[src/hw/rtl/stpf_pkg.sv]
// Package: shared types and constants for the serial topic packet framer.
`default_nettype none

package stpf_pkg;

  localparam logic [7:0] SyncByte    = 8'hFF;
  localparam logic [7:0] VersionByte = 8'hFE;
  localparam logic [7:0] SumBase     = 8'hFF;

  localparam int unsigned IdxW = 4;

  // position of a result word within the words caused by one input word
  localparam logic [IdxW-1:0] IdxSync    = 4'd0;
  localparam logic [IdxW-1:0] IdxVersion = 4'd1;
  localparam logic [IdxW-1:0] IdxLenLo   = 4'd2;
  localparam logic [IdxW-1:0] IdxLenHi   = 4'd3;
  localparam logic [IdxW-1:0] IdxLenSum  = 4'd4;
  localparam logic [IdxW-1:0] IdxTopicLo = 4'd5;
  localparam logic [IdxW-1:0] IdxTopicHi = 4'd6;
  localparam logic [IdxW-1:0] IdxData    = 4'd7;
  localparam logic [IdxW-1:0] IdxCheck   = 4'd8;

  typedef struct packed {
    logic        err;
    logic        start;
    logic        closing;
    logic [15:0] len;
    logic [15:0] topic;
    logic [7:0]  data;
    logic [7:0]  chk;
  } job_t;

  typedef struct packed {
    logic [7:0] out_byte;
    logic       run_last;
    logic       packet_end;
    logic       error;
  } result_t;

endpackage

`default_nettype wire

[src/hw/rtl/stpf_if.sv]
// Interfaces: input and output word channels of the packet framer.
`default_nettype none

interface stpf_in_if;
  logic        valid;
  logic        ready;
  logic        start_req;
  logic [15:0] topic;
  logic [15:0] payload_length;
  logic [7:0]  data_byte;

  modport source (output valid, start_req, topic, payload_length, data_byte, input ready);
  modport sink (input valid, start_req, topic, payload_length, data_byte, output ready);
endinterface

interface stpf_out_if;
  logic       valid;
  logic       ready;
  logic [7:0] out_byte;
  logic       run_last;
  logic       packet_end;
  logic       error;

  modport source (output valid, out_byte, run_last, packet_end, error, input ready);
  modport sink (input valid, out_byte, run_last, packet_end, error, output ready);
endinterface

`default_nettype wire

[src/hw/rtl/stpf_emit.sv]
// Emitter: job register and output register, one result word per cycle unless stalled.
`default_nettype none

module stpf_emit (
  input  wire logic             clk_i,
  input  wire logic             rst_ni,
  input  wire logic             load_i,
  input  wire stpf_pkg::job_t   job_i,
  output logic                  free_o,
  output logic                  out_valid_o,
  input  wire logic             out_ready_i,
  output stpf_pkg::result_t     out_o
);
  import stpf_pkg::*;

  logic            job_valid_q;
  job_t            job_q;
  logic [IdxW-1:0] idx_q;
  logic            out_valid_q;
  result_t         out_q;

  logic            out_adv;
  logic            emit;
  logic            job_last;
  logic [7:0]      len_sum;
  result_t         res;

  assign out_adv  = !out_valid_q || out_ready_i;
  assign emit     = job_valid_q && out_adv;
  assign job_last = job_q.err || (idx_q == (job_q.closing ? IdxCheck : IdxData));
  assign free_o   = !job_valid_q || (emit && job_last);
  assign len_sum  = job_q.len[7:0] + job_q.len[15:8];

  always_comb begin
    res = '0;
    if (job_q.err) begin
      res.run_last = 1'b1;
      res.error    = 1'b1;
    end else begin
      unique case (idx_q)
        IdxSync:    res.out_byte = SyncByte;
        IdxVersion: res.out_byte = VersionByte;
        IdxLenLo:   res.out_byte = job_q.len[7:0];
        IdxLenHi:   res.out_byte = job_q.len[15:8];
        IdxLenSum:  res.out_byte = SumBase - len_sum;
        IdxTopicLo: res.out_byte = job_q.topic[7:0];
        IdxTopicHi: res.out_byte = job_q.topic[15:8];
        IdxData: begin
          res.out_byte = job_q.data;
          res.run_last = !job_q.closing;
        end
        IdxCheck: begin
          res.out_byte   = job_q.chk;
          res.run_last   = 1'b1;
          res.packet_end = 1'b1;
        end
        default: res = '0;
      endcase
    end
  end

  always_ff @(posedge clk_i or negedge rst_ni) begin
    if (!rst_ni) begin
      job_valid_q <= 1'b0;
      idx_q       <= IdxSync;
    end else if (load_i) begin
      job_valid_q <= 1'b1;
      idx_q       <= job_i.start ? IdxSync : IdxData;
    end else if (emit) begin
      if (job_last) begin
        job_valid_q <= 1'b0;
      end else begin
        idx_q <= idx_q + 1'b1;
      end
    end
  end

  always_ff @(posedge clk_i) begin
    if (load_i) begin
      job_q <= job_i;
    end
  end

  always_ff @(posedge clk_i or negedge rst_ni) begin
    if (!rst_ni) begin
      out_valid_q <= 1'b0;
    end else if (emit) begin
      out_valid_q <= 1'b1;
    end else if (out_ready_i) begin
      out_valid_q <= 1'b0;
    end
  end

  always_ff @(posedge clk_i) begin
    if (emit) begin
      out_q <= res;
    end
  end

  assign out_valid_o = out_valid_q;
  assign out_o       = out_q;

endmodule

`default_nettype wire

[src/hw/rtl/serial_topic_packet_framer_unit.sv]
// Top level: serial topic packet framer with packet state and emitter.
// An accepted word is held in the job register; result words are registered.
// Throughput: one result word per cycle unless the output stalls; a start word
// yields 8 or 9 words, others 1 or 2, so one-word inputs are taken every cycle.
// The next input word is taken in the cycle its predecessor's last word moves out.
// Reset: asynchronous, active low; clears the packet state and empties the pipe.
`default_nettype none

module serial_topic_packet_framer_unit (
  input wire logic clk_i,
  input wire logic rst_ni,
  stpf_in_if.sink  in_i,
  stpf_out_if.source out_o
);
  import stpf_pkg::*;

  logic        open_q;
  logic [15:0] rem_q;
  logic [7:0]  sum_q;

  logic        free;
  logic        acc;
  logic [15:0] len_sat;
  logic [7:0]  base_sum;
  logic [15:0] base_rem;
  logic [7:0]  new_sum;
  logic [15:0] new_rem;
  logic        closing;
  logic        err;
  job_t        job_d;
  result_t     res;

  assign in_i.ready = free;
  assign acc        = in_i.valid && free;

  assign len_sat  = (in_i.payload_length == 16'd0) ? 16'd1 : in_i.payload_length;
  assign base_sum = in_i.start_req ? (in_i.topic[7:0] + in_i.topic[15:8]) : sum_q;
  assign base_rem = in_i.start_req ? len_sat : rem_q;
  assign new_sum  = base_sum + in_i.data_byte;
  assign new_rem  = base_rem - 16'd1;
  assign closing  = (new_rem == 16'd0);
  assign err      = !in_i.start_req && !open_q;

  always_comb begin
    job_d.err     = err;
    job_d.start   = in_i.start_req;
    job_d.closing = closing;
    job_d.len     = len_sat;
    job_d.topic   = in_i.topic;
    job_d.data    = in_i.data_byte;
    job_d.chk     = SumBase - new_sum;
  end

  always_ff @(posedge clk_i or negedge rst_ni) begin
    if (!rst_ni) begin
      open_q <= 1'b0;
      rem_q  <= 16'd0;
      sum_q  <= 8'd0;
    end else if (acc && !err) begin
      open_q <= !closing;
      rem_q  <= new_rem;
      sum_q  <= closing ? 8'd0 : new_sum;
    end
  end

  stpf_emit u_emit (
    .clk_i       (clk_i),
    .rst_ni      (rst_ni),
    .load_i      (acc),
    .job_i       (job_d),
    .free_o      (free),
    .out_valid_o (out_o.valid),
    .out_ready_i (out_o.ready),
    .out_o       (res)
  );

  assign out_o.out_byte   = res.out_byte;
  assign out_o.run_last   = res.run_last;
  assign out_o.packet_end = res.packet_end;
  assign out_o.error      = res.error;

endmodule

`default_nettype wire

[src/flat_wrapper.sv]
// flat-port wrapper written by rule: the top's interface ports become plain ports
module serial_topic_packet_framer_unit_flat import stpf_pkg::*;
  (clk_i, rst_ni, in_i_valid, in_i_start_req, in_i_topic, in_i_payload_length, in_i_data_byte, in_i_ready, out_o_valid, out_o_out_byte, out_o_run_last, out_o_packet_end, out_o_error, out_o_ready);
  stpf_in_if in_i_i ();
  stpf_out_if out_o_i ();
  input wire logic clk_i;
  input wire logic rst_ni;
  input wire logic [$bits(in_i_i.valid)-1:0] in_i_valid;
  input wire logic [$bits(in_i_i.start_req)-1:0] in_i_start_req;
  input wire logic [$bits(in_i_i.topic)-1:0] in_i_topic;
  input wire logic [$bits(in_i_i.payload_length)-1:0] in_i_payload_length;
  input wire logic [$bits(in_i_i.data_byte)-1:0] in_i_data_byte;
  output wire logic [$bits(in_i_i.ready)-1:0] in_i_ready;
  output wire logic [$bits(out_o_i.valid)-1:0] out_o_valid;
  output wire logic [$bits(out_o_i.out_byte)-1:0] out_o_out_byte;
  output wire logic [$bits(out_o_i.run_last)-1:0] out_o_run_last;
  output wire logic [$bits(out_o_i.packet_end)-1:0] out_o_packet_end;
  output wire logic [$bits(out_o_i.error)-1:0] out_o_error;
  input wire logic [$bits(out_o_i.ready)-1:0] out_o_ready;
  assign in_i_i.valid = in_i_valid;
  assign in_i_i.start_req = in_i_start_req;
  assign in_i_i.topic = in_i_topic;
  assign in_i_i.payload_length = in_i_payload_length;
  assign in_i_i.data_byte = in_i_data_byte;
  assign in_i_ready = in_i_i.ready;
  assign out_o_valid = out_o_i.valid;
  assign out_o_out_byte = out_o_i.out_byte;
  assign out_o_run_last = out_o_i.run_last;
  assign out_o_packet_end = out_o_i.packet_end;
  assign out_o_error = out_o_i.error;
  assign out_o_i.ready = out_o_ready;
  serial_topic_packet_framer_unit u_core (.clk_i(clk_i), .rst_ni(rst_ni), .in_i(in_i_i), .out_o(out_o_i));
endmodule
[config.mk]
export PLATFORM = sky130hd
export DESIGN_NAME = serial_topic_packet_framer_unit_flat
export DESIGN_NICKNAME = d
export VERILOG_FILES = /design/src/hw/rtl/stpf_pkg.sv /design/src/hw/rtl/stpf_if.sv /design/src/hw/rtl/stpf_emit.sv /design/src/hw/rtl/serial_topic_packet_framer_unit.sv /design/src/flat_wrapper.sv
export SDC_FILE = /design/constraint.sdc
export NUM_CORES = 1
export LEC_CHECK = 0
export ABC_CLOCK_PERIOD_IN_PS = 4000
export BUFFER_PORTS_ARGS = -buffer_cell sky130_fd_sc_hd__buf_2
export CAP_MARGIN = 0
export CORE_ASPECT_RATIO = 0.8
export CORE_MARGIN = 5
export CORE_UTILIZATION = 45
export CTS_CLUSTER_SIZE = 25
export DETAILED_ROUTE_END_ITERATION = 6
export MAX_ROUTING_LAYER = met4
export PLACE_DENSITY = 0.71
export SYNTH_ARGS = -nofsm -noshare
export SYNTH_HDL_FRONTEND = slang
export SYNTH_SLANG_ARGS = --single-unit
[constraint.sdc]
create_clock -name clk_i -period 4 [get_ports clk_i]
set_clock_uncertainty 0.2 [all_clocks]
set_input_delay 1.2 -clock clk_i [delete_from_list [all_inputs] [get_ports clk_i]]
set_output_delay 1.2 -clock clk_i [all_outputs]
set_load 0.01 [all_outputs]
==> impl_summary.log, run 1 <==
INFO  metric run_status = completed
INFO  metric area_growth = 20.9%
INFO  metric place_inst = 771
INFO  metric count_of_input_and_output_buffers = 57
INFO  metric cts_buffers = 9
INFO  metric synth_cell_type_count = 60
INFO  metric grt_overflow_total = 0
INFO  metric async_reset_ff_frac = 0.337
INFO  metric timing.final.crit_share = 0.970
INFO  metric most-common-layout-cells = sky130_fd_sc_hd__edfxtp_1 (61), sky130_fd_sc_hd__buf_2 (55), sky130_fd_sc_hd__nand2_1 (52), sky130_fd_sc_hd__nor2_1 (47), sky130_fd_sc_hd__buf_4 (43)
INFO  metric postLayoutCellArea = 0.00670 sq mm
INFO  metric totalNegativeSetupSlack = 0 ns
INFO  metric num-nets-final = 709
INFO  metric critPathMaxStageDelay = 0.31 ns
INFO  metric number_of_global_route_vias_before_repair = around 4400
INFO  metric ctsHoldBuffers = 0
INFO  metric worstHoldPathCells = 2
INFO  metric max_freq = 258 MHz
INFO  metric detailroute.via_count = between 4000 and 5000
INFO  metric antenna-diode-count = 0
INFO  metric postSynthCellCount = 557
INFO  metric vdd_drop_max = 0.000279 V
INFO  metric syn-cell-area = 0.00554 sq mm
INFO  metric synth-edff-count = 61
INFO  metric setup_slack_after_layout = between 0.1 and 0.15 ns
INFO  metric cts_sinks = between 90 and 100
INFO  metric global_route_wire_length_before_repair = 23.6 mm
INFO  metric timing.critical_path.slowest_stage_cell = sky130_fd_sc_hd__nor4b_4
INFO  metric end_kind = flip-flop
INFO  metric final.min_clock_period = roughly 3.9 ns
INFO  metric timing.critical_path.required = around 4.0 ns
INFO  metric path_cells = buf_2 -> nor4_4 -> nand4_1 -> o21ai_2 -> inv_1 -> ha_2 -> and4bb_2 -> o21ai_4 -> nor3_2 -> xnor2_1 -> nor4_2 -> nor4b_4 -> buf_12 -> o31ai_1
INFO  metric dpl.hpwl = approximately 11 mm
INFO  metric mostFrequentLayoutCell = sky130_fd_sc_hd__edfxtp_1
INFO  metric critical_register_to_register_path_startpoint = u_core.rem_q[0]
INFO  metric dominantRegCellSynth = sky130_fd_sc_hd__edfxtp_1
INFO  metric hold_ws = 0.291 ns
INFO  metric p_leak = 2.73 nW
INFO  metric clock_insertion_delay_worst_skew = between 0.3 and 0.4 ns
INFO  metric cts.clk_slew.worst_paths = about 0.06 ns
INFO  metric core_area = 0.0121 sq mm
INFO  metric report.final.slew_viol_count = 0
INFO  metric tritoncts = yes
INFO  metric antenna_found_initial = 0
INFO  metric worst_margin_pin_slew = 0.805 ns
INFO  metric finalSetupViolCount = 0
INFO  metric pwr_density_cell = 599 mW/mm^2
INFO  metric n_fill_cell = 1034
INFO  metric reg2reg_to = u_core.sum_q[2]
INFO  metric hold_viol = 0
INFO  metric hold_path.startpoint = u_core.sum_q[3]
INFO  metric syn_nets = 632
INFO  metric globalRouteTotalUtil = 0.213
INFO  metric std_cell_rows = 36
INFO  metric syn_area_per_cell = 9.95 sq um
INFO  metric drc_errors = 0
INFO  metric dieArea = 0.0147 sq mm
INFO  metric initial_utilization = 0.457
INFO  metric drv_cap = 0
INFO  metric synth.yosys.warnings = 0
INFO  metric postPlaceCellArea = 0.00630 sq mm
INFO  metric layout-drive-gt1-share = 0.250
INFO  metric crit_type = in -> reg
INFO  metric antenna_left = 0
INFO  metric preCtsSetupSlack = -0.310 ns
INFO  metric die-width = between 100 and 150 um
INFO  metric worst_r2r_path_depth = 12
INFO  metric synth.ff_latch_count = roughly 90
INFO  metric ff2ff_setup_slack = 0.89 ns
INFO  metric timing.critical_path.from_type = primary input
INFO  metric clock_tree.htree_level_count = 3
INFO  metric post_drt_wl_per_cell = 18.3 um
INFO  metric routed_wirelength = 14.5 mm
INFO  metric hold_end = u_core.sum_q[3]
INFO  metric height_of_the_die = 109 um
INFO  metric slew_headroom = 0.456
INFO  metric clock_tree.buffer_depth = 2
INFO  metric synth_seq_area_share = 0.470
INFO  metric layout.cells.non_filler = 791
INFO  metric timing.hold.worst.class = reg -> reg
INFO  metric cts_root_buf = sky130_fd_sc_hd__clkbuf_16
INFO  metric largest_driver_fanout_on_the_critical_path = 9
INFO  metric vias_per_cell = approximately 5.8
INFO  metric detail_route.iter0.violations = 427
INFO  metric routability_congestion = 0.947
INFO  metric grt_max_degree = 40
INFO  metric critical_path_arrival = 3.91 ns
INFO  metric ios = 58
INFO  metric dr.pass1.iters = 7
routing by layer:
metal / global-route usage / vias up / part of all wire
met4: 0.0538 / 0 / 0.018
li1: - / 2164 / -
met2: 0.324 / 185 / 0.46
met3: 0.0457 / 21 / 0.067
met5: - / - / 0
met1: 0.294 / 2182 / 0.45
sequential cells by signal, indices dropped and copies added, names as in the netlist:
register	flops
u_core.open_q	1
u_core.rem_q	16
u_core.sum_q	8
u_core.u_emit.idx_q	4
u_core.u_emit.job_q	50
u_core.u_emit.job_valid_q	1
u_core.u_emit.out_o	11
u_core.u_emit.out_valid_o	1
Yosys cell counts, drive strengths merged (3+ instances only):
cell | count | share of area
a21oi | 34 | 0.031
a221oi | 3 | 0.0047
a222oi | 3 | 0.0054
a22oi | 7 | 0.0095
a31oi | 5 | 0.0056
buf | 7 | 0.0072
clkbuf | 30 | 0.020
dfrtp | 31 | 0.14
edfxtp | 61 | 0.33
fa | 3 | 0.011
ha | 27 | 0.061
inv | 32 | 0.022
mux2 | 10 | 0.020
mux2i | 11 | 0.020
nand2 | 52 | 0.035
nand2b | 9 | 0.010
nand3 | 11 | 0.0099
nand3b | 3 | 0.0041
nand4 | 4 | 0.0045
nor2 | 47 | 0.032
nor2b | 9 | 0.010
nor3 | 22 | 0.021
nor3b | 5 | 0.0077
nor4 | 8 | 0.0090
nor4b | 6 | 0.013
o2111ai | 3 | 0.0059
o211ai | 4 | 0.0054
o21a | 7 | 0.0095
o21ai | 32 | 0.029
o22a | 3 | 0.0047
o22ai | 4 | 0.0045
o31ai | 10 | 0.014
xnor2 | 16 | 0.025
xor2 | 16 | 0.025
how the worst max path moves through the flow:
stage | startpoint | end
6_report | in_i_payload_length[9] | u_core.sum_q[2]
5_1_grt | in_i_payload_length[9] | u_core.sum_q[5]
4_1_cts | in_i_payload_length[9] | u_core.sum_q[2]
3_5_place_dp | in_i_topic[0] | u_core.sum_q[7]
3_3_place_gp | in_i_topic[0] | u_core.sum_q[7]
2_1_floorplan | in_i_start_req | u_core.sum_q[0]
logic make-up after synthesis:
| logic type | after synthesis | share of synthesized area |
|---|---|---|
| mux | 21 | 0.0402 |
| xor+xnor | 32 | 0.0506 |
| simple gates | 182 | 0.165 |
| compound gates | 131 | 0.153 |
| fa+ha+maj | 30 | 0.0718 |
| flops | 92 | 0.470 |
| buf+inv | 69 | 0.0492 |
final cells by class:
cell class | instances | area (sq um) | area share
multi-input cells | 396 | 2830 | 0.422
flip-flops and latches | 92 | 2610 | 0.389
repair buffers | 103 | 681 | 0.102
clock buffers | 9 | 225 | 0.0336
well taps | 152 | 190 | 0.0284
inverters | 32 | 120 | 0.0179
clock inverters | 7 | 48.8 | 0.00728
through the flow:
| stage | total power, mW | util |
|---|---|---|
| finish | 4.01 | 0.553 |
| global route | 4.29 | 0.553 |
| CTS | 3.96 | 0.542 |
| detailed placement | 3.15 | 0.520 |
| global placement | 3.09 | 0.520 |
| floorplan | 2.62 | - |
repair_timing:
item,CTS,global route
setup endpoints to repair,0,12
buffers inserted,0,4
gates resized for setup,0,20
power by group:
group	internal [mW]	leakage, nW	switching [mW]	total, mW
clock	0.425	0.138	0.376	0.800
combinational	0.697	1.63	0.976	1.67
sequential	1.32	0.954	0.214	1.54
critical path, delay by kind of cell:
kind / cells / cell delay, ns
buf+inv: 3 / 0.36
fa+ha+maj: 1 / 0.19
xor+xnor: 1 / 0.15
compound gates: 3 / 0.55
simple gates: 6 / 1.43
No activity file was read; power rests on OpenSTA's default activity.
==> run 2, diff against run 1 <==
--- a/config.mk
+++ b/config.mk
@@ -11,10 +11,11 @@
 export CORE_ASPECT_RATIO = 0.8
 export CORE_MARGIN = 5
 export CORE_UTILIZATION = 45
-export CTS_CLUSTER_SIZE = 25
+export CTS_CLUSTER_SIZE = 28
 export DETAILED_ROUTE_END_ITERATION = 6
 export MAX_ROUTING_LAYER = met4
 export PLACE_DENSITY = 0.71
 export SYNTH_ARGS = -nofsm -noshare
 export SYNTH_HDL_FRONTEND = slang
+export SYNTH_HIERARCHICAL = 1
 export SYNTH_SLANG_ARGS = --single-unit
==> impl_summary.log, run 2 <==
INFO  metric async_reset_ff_frac = 0.337 (unchanged)
INFO  metric dr.pass1.iters = 5 (-2)
INFO  metric mostFrequentLayoutCell = sky130_fd_sc_hd__edfxtp_1
INFO  metric tritoncts = yes
INFO  metric totalNegativeSetupSlack = -0.309 ns (-0.309 ns)
INFO  metric drc_errors = 0 (unchanged)
INFO  metric synthDominantAreaCellType = sky130_fd_sc_hd__edfxtp_1
INFO  metric netlist.area_leader.share = 0.329 (-0.00185)
INFO  metric report.final.slew_viol_count = 0 (unchanged)
INFO  metric critical_path_arrival = 4.07 ns (+0.16 ns)
INFO  metric ctsHoldBuffers = 0 (unchanged)
INFO  metric drv_cap = 0 (unchanged)
INFO  metric timing.critical_path.required = 4.01 ns (-0.02 ns)
INFO  metric synth.yosys.warnings = 6 (+6)
INFO  metric global_route_wire_length_before_repair = 22.9 mm (-3.2%)
INFO  metric count_of_input_and_output_buffers = 57 (unchanged)
INFO  metric grt_setup_unrepaired = yes
INFO  metric antenna-diode-count = 0 (unchanged)
INFO  metric hold_path.startpoint = u_core/rem_q[12]
INFO  metric height_of_the_die = 110 um (+0.26%)
INFO  metric timing.critical_path.from_type = primary input
INFO  metric cts_sinks = 92 (unchanged)
INFO  metric run_status = finished, violations left
INFO  metric end_kind = flip-flop
INFO  metric critical_register_to_register_path_startpoint = u_core/u_emit/idx_q[2]
INFO  metric cts_buffers = 9 (unchanged)
INFO  metric timing.hold.worst.class = reg -> reg
INFO  metric hold_ws = 0.288 ns (-0.00386 ns)
INFO  metric slew_headroom = 0.468 (+0.0120)
INFO  metric n_fill_cell = 1029 (-0.48%)
INFO  metric post_drt_wl_per_cell = 18.9 um (+3.0%)
INFO  metric grt_max_degree = 44 (+10%)
INFO  metric clock_tree.buffer_depth = 2 (unchanged)
INFO  metric crit_type = in -> reg
INFO  metric synth-edff-count = 61 (unchanged)
INFO  metric routed_wirelength = 14.9 mm (+2.7%)
INFO  metric clock_insertion_delay_worst_skew = 0.34 ns (about the same)
INFO  metric finalSetupViolCount = 8 (+8)
INFO  metric worst_margin_pin_slew = 0.796 ns (-0.00953 ns)
INFO  metric grt_overflow_total = 0 (unchanged)
INFO  metric area.sequential = 0.00261 sq mm (unchanged)
INFO  metric antenna_found_initial = 0 (unchanged)
INFO  metric setup_slack_after_layout = -0.0562 ns (-0.175 ns)
INFO  metric area_growth = 23.8%
INFO  metric postLayoutCellArea = 0.00690 sq mm (+3.0%)
INFO  metric detail_route.iter0.violations = 451 (+5.6%)
INFO  metric multiInputGateArea = 0.00288 sq mm (+1.9%)
INFO  metric timing.final.crit_share = 1.01 (+0.0438)
INFO  metric dpl.hpwl = 11.0 mm (+0.91%)
INFO  metric largest_driver_fanout_on_the_critical_path = 5 (-4)
INFO  metric synth_common_cells = sky130_fd_sc_hd__edfxtp_1 (61), sky130_fd_sc_hd__nand2_1 (46), sky130_fd_sc_hd__nor2_1 (35)
INFO  metric layout-drive-gt1-share = 0.296 (+0.0452)
INFO  metric startpoint_of_the_worst_setup_timing_path = in_i_payload_length[10]
INFO  metric ios = 58 (unchanged)
INFO  metric path_cells = buf_6 -> or4_4 -> nor3_4 -> a21oi_2 -> a21oi_2 -> inv_2 -> ha_4 -> nor4b_4 -> o21ai_2 -> buf_6 -> nor3_2 -> xnor2_1 -> mux2i_2 -> nor4_4 -> buf_4 -> o31ai_1
INFO  metric syn-cell-area = 0.00557 sq mm (+0.56%)
INFO  metric syn_nets = 615 (-2.7%)
INFO  metric postSynthCellCount = 539 (-3.2%)
INFO  metric largest_register_ffs = 50 (unchanged)
INFO  metric syn_area_per_cell = 10.3 sq um (+3.9%)
INFO  metric pwr_density_cell = 647 mW/mm^2 (+8.0%)
INFO  metric synth.ff_latch_count = 92 (unchanged)
INFO  metric dieArea = 0.0147 sq mm (+0.52%)
INFO  metric die-width = 134 um (+0.26%)
INFO  metric initial_utilization = 0.458 (+0.000878)
INFO  metric synth_cell_type_count = 70 (+17%)
INFO  metric netlist_top_cells_area = sky130_fd_sc_hd__edfxtp_1 (33%), sky130_fd_sc_hd__dfrtp_1 (14%), sky130_fd_sc_hd__ha_1 (6.3%)
INFO  metric antenna_left = 0 (unchanged)
INFO  metric failing_checks = negative setup slack
INFO  metric globalRouteTotalUtil = 0.207 (-0.00574)
INFO  metric number_of_global_route_vias_before_repair = 4264 (-3.2%)
INFO  metric clock_tree.htree_level_count = 3 (unchanged)
INFO  metric synth_seq_area_share = 0.468 (-0.00264)
INFO  metric critPathMaxStageDelay = 0.55 ns (+0.24 ns)
INFO  metric synthMostInstantiatedCell = sky130_fd_sc_hd__edfxtp_1
INFO  metric cts_root_buf = sky130_fd_sc_hd__clkbuf_16
INFO  metric std_cell_rows = 36 (unchanged)
INFO  metric most-common-layout-cells = sky130_fd_sc_hd__edfxtp_1 (61), sky130_fd_sc_hd__buf_4 (58), sky130_fd_sc_hd__buf_2 (52), sky130_fd_sc_hd__nand2_1 (46), sky130_fd_sc_hd__nor2_1 (34)
INFO  metric final.min_clock_period = 4.06 ns (+0.175 ns)
INFO  metric max_freq = 247 MHz (-4.3%)
INFO  metric core_area = 0.0122 sq mm (+0.37%)
INFO  metric routability_congestion = 0.930 (-1.7%)
INFO  metric postPlaceCellArea = 0.00641 sq mm (+1.8%)
INFO  metric num-nets-final = 707 (-0.28%)
INFO  metric hold_viol = 0 (unchanged)
INFO  metric detailroute.via_count = 4500 (-1.1%)
INFO  metric dominantRegCellSynth = sky130_fd_sc_hd__edfxtp_1
INFO  metric p_leak = 2.86 nW (+4.9%)
INFO  metric vias_per_cell = 5.71 (-0.77%)
INFO  metric cts.clk_slew.worst_paths = 0.07 ns (about the same)
INFO  metric largest-register = u_core/u_emit/job_q
INFO  metric timing.critical_path.slowest_stage_cell = sky130_fd_sc_hd__or4_4
INFO  metric vdd_drop_max = 0.000335 V (+20%)
[run 2: changes by cell type in the layout (fill, tap and decap cells not counted), sizes merged, moves of 4 or more]
cell and delta:
mux2i +4, nor4b -5, nor2 -12, buf +15, or4 +4, o21ai -4, a21oi -9, nand2 -6
xnor2 +6
[run 2: cells by family after synthesis]
logic type | after synthesis | synth area share
AOI/OAI and AO/OA | 130 | 0.158
xor gates and xnor gates | 35 | 0.0550
adders and majority gates | 31 | 0.0736
buffers and inverters | 69 | 0.0523
DFF | 92 | 0.468
muxes | 23 | 0.0431
and+or+nand+nor | 159 | 0.151
[run 2: repair_timing]
item | in CTS | in global routing
pin swaps | 7 | 12
buffers inserted | 1 | 4
gates cloned | 0 | 1
gates resized for setup | 9 | 26
endpoints found under the setup margin | 10 | 12
[run 2: area by class of cell]
cell class              instances  share of cell area
clock buffers                   9              0.0326
clock inverters                 7              0.0102
inverters                      32              0.0181
multi-input cells             378               0.417
flip-flops and latches         92               0.378
well taps                     152              0.0276
repair buffers                118               0.116
[run 2: per-layer routing]
layer / track usage / part of all wire / up-vias
met5: - / 0 / -
met4: 0.0509 / 0.010 / 0
met3: 0.0499 / 0.076 / 12
met2: 0.303 / 0.45 / 184
met1: 0.293 / 0.46 / 2151
li1: - / - / 2153
[run 2: stage by stage]
stage	instances	utilization	total power, mW	setup WS (ns)
final	788	0.567	4.46	-0.0562
after global routing	788	0.567	4.75	-0.184
after CTS	785	0.556	4.38	-0.00426
after detailed placement	768	0.527	3.52	-0.512
after global placement	768	0.527	3.47	-0.320
after floorplan	539	-	2.91	-0.196
[run 2: worst max-delay path: cells and delay by family]
kind | cells | cell delay, ns
multiplexers | 1 | 0.16
XOR/XNOR | 1 | 0.23
buffers and inverters | 4 | 0.53
AND/OR/NAND/NOR | 5 | 1.23
AO/OA/AOI/OAI | 4 | 0.55
adder cells (fa/ha/maj) | 1 | 0.17
[run 2: final timing paths]
| path | to | slack, ns | depth (start not counted) |
|---|---|---|---|
| worst min register to register | u_core/rem_q[12] | 0.29 | 2 |
| worst max register to register | u_core/rem_q[14] | 0.99 | 11 |
| worst max-delay path | u_core/sum_q[5] | -0.06 | 16 |
| min in group asynchronous | u_core/rem_q[1] | 0.73 | 1 |
| max in group asynchronous | u_core/rem_q[10] | 2.36 | 1 |
| worst min-delay path | u_core/rem_q[12] | 0.29 | 2 |
[run 2: where the power goes]
part	switching [mW]	leakage (nW)	internal, mW
combinational	1.13	1.76	0.840
clock	0.388	0.141	0.438
sequential	0.254	0.957	1.41
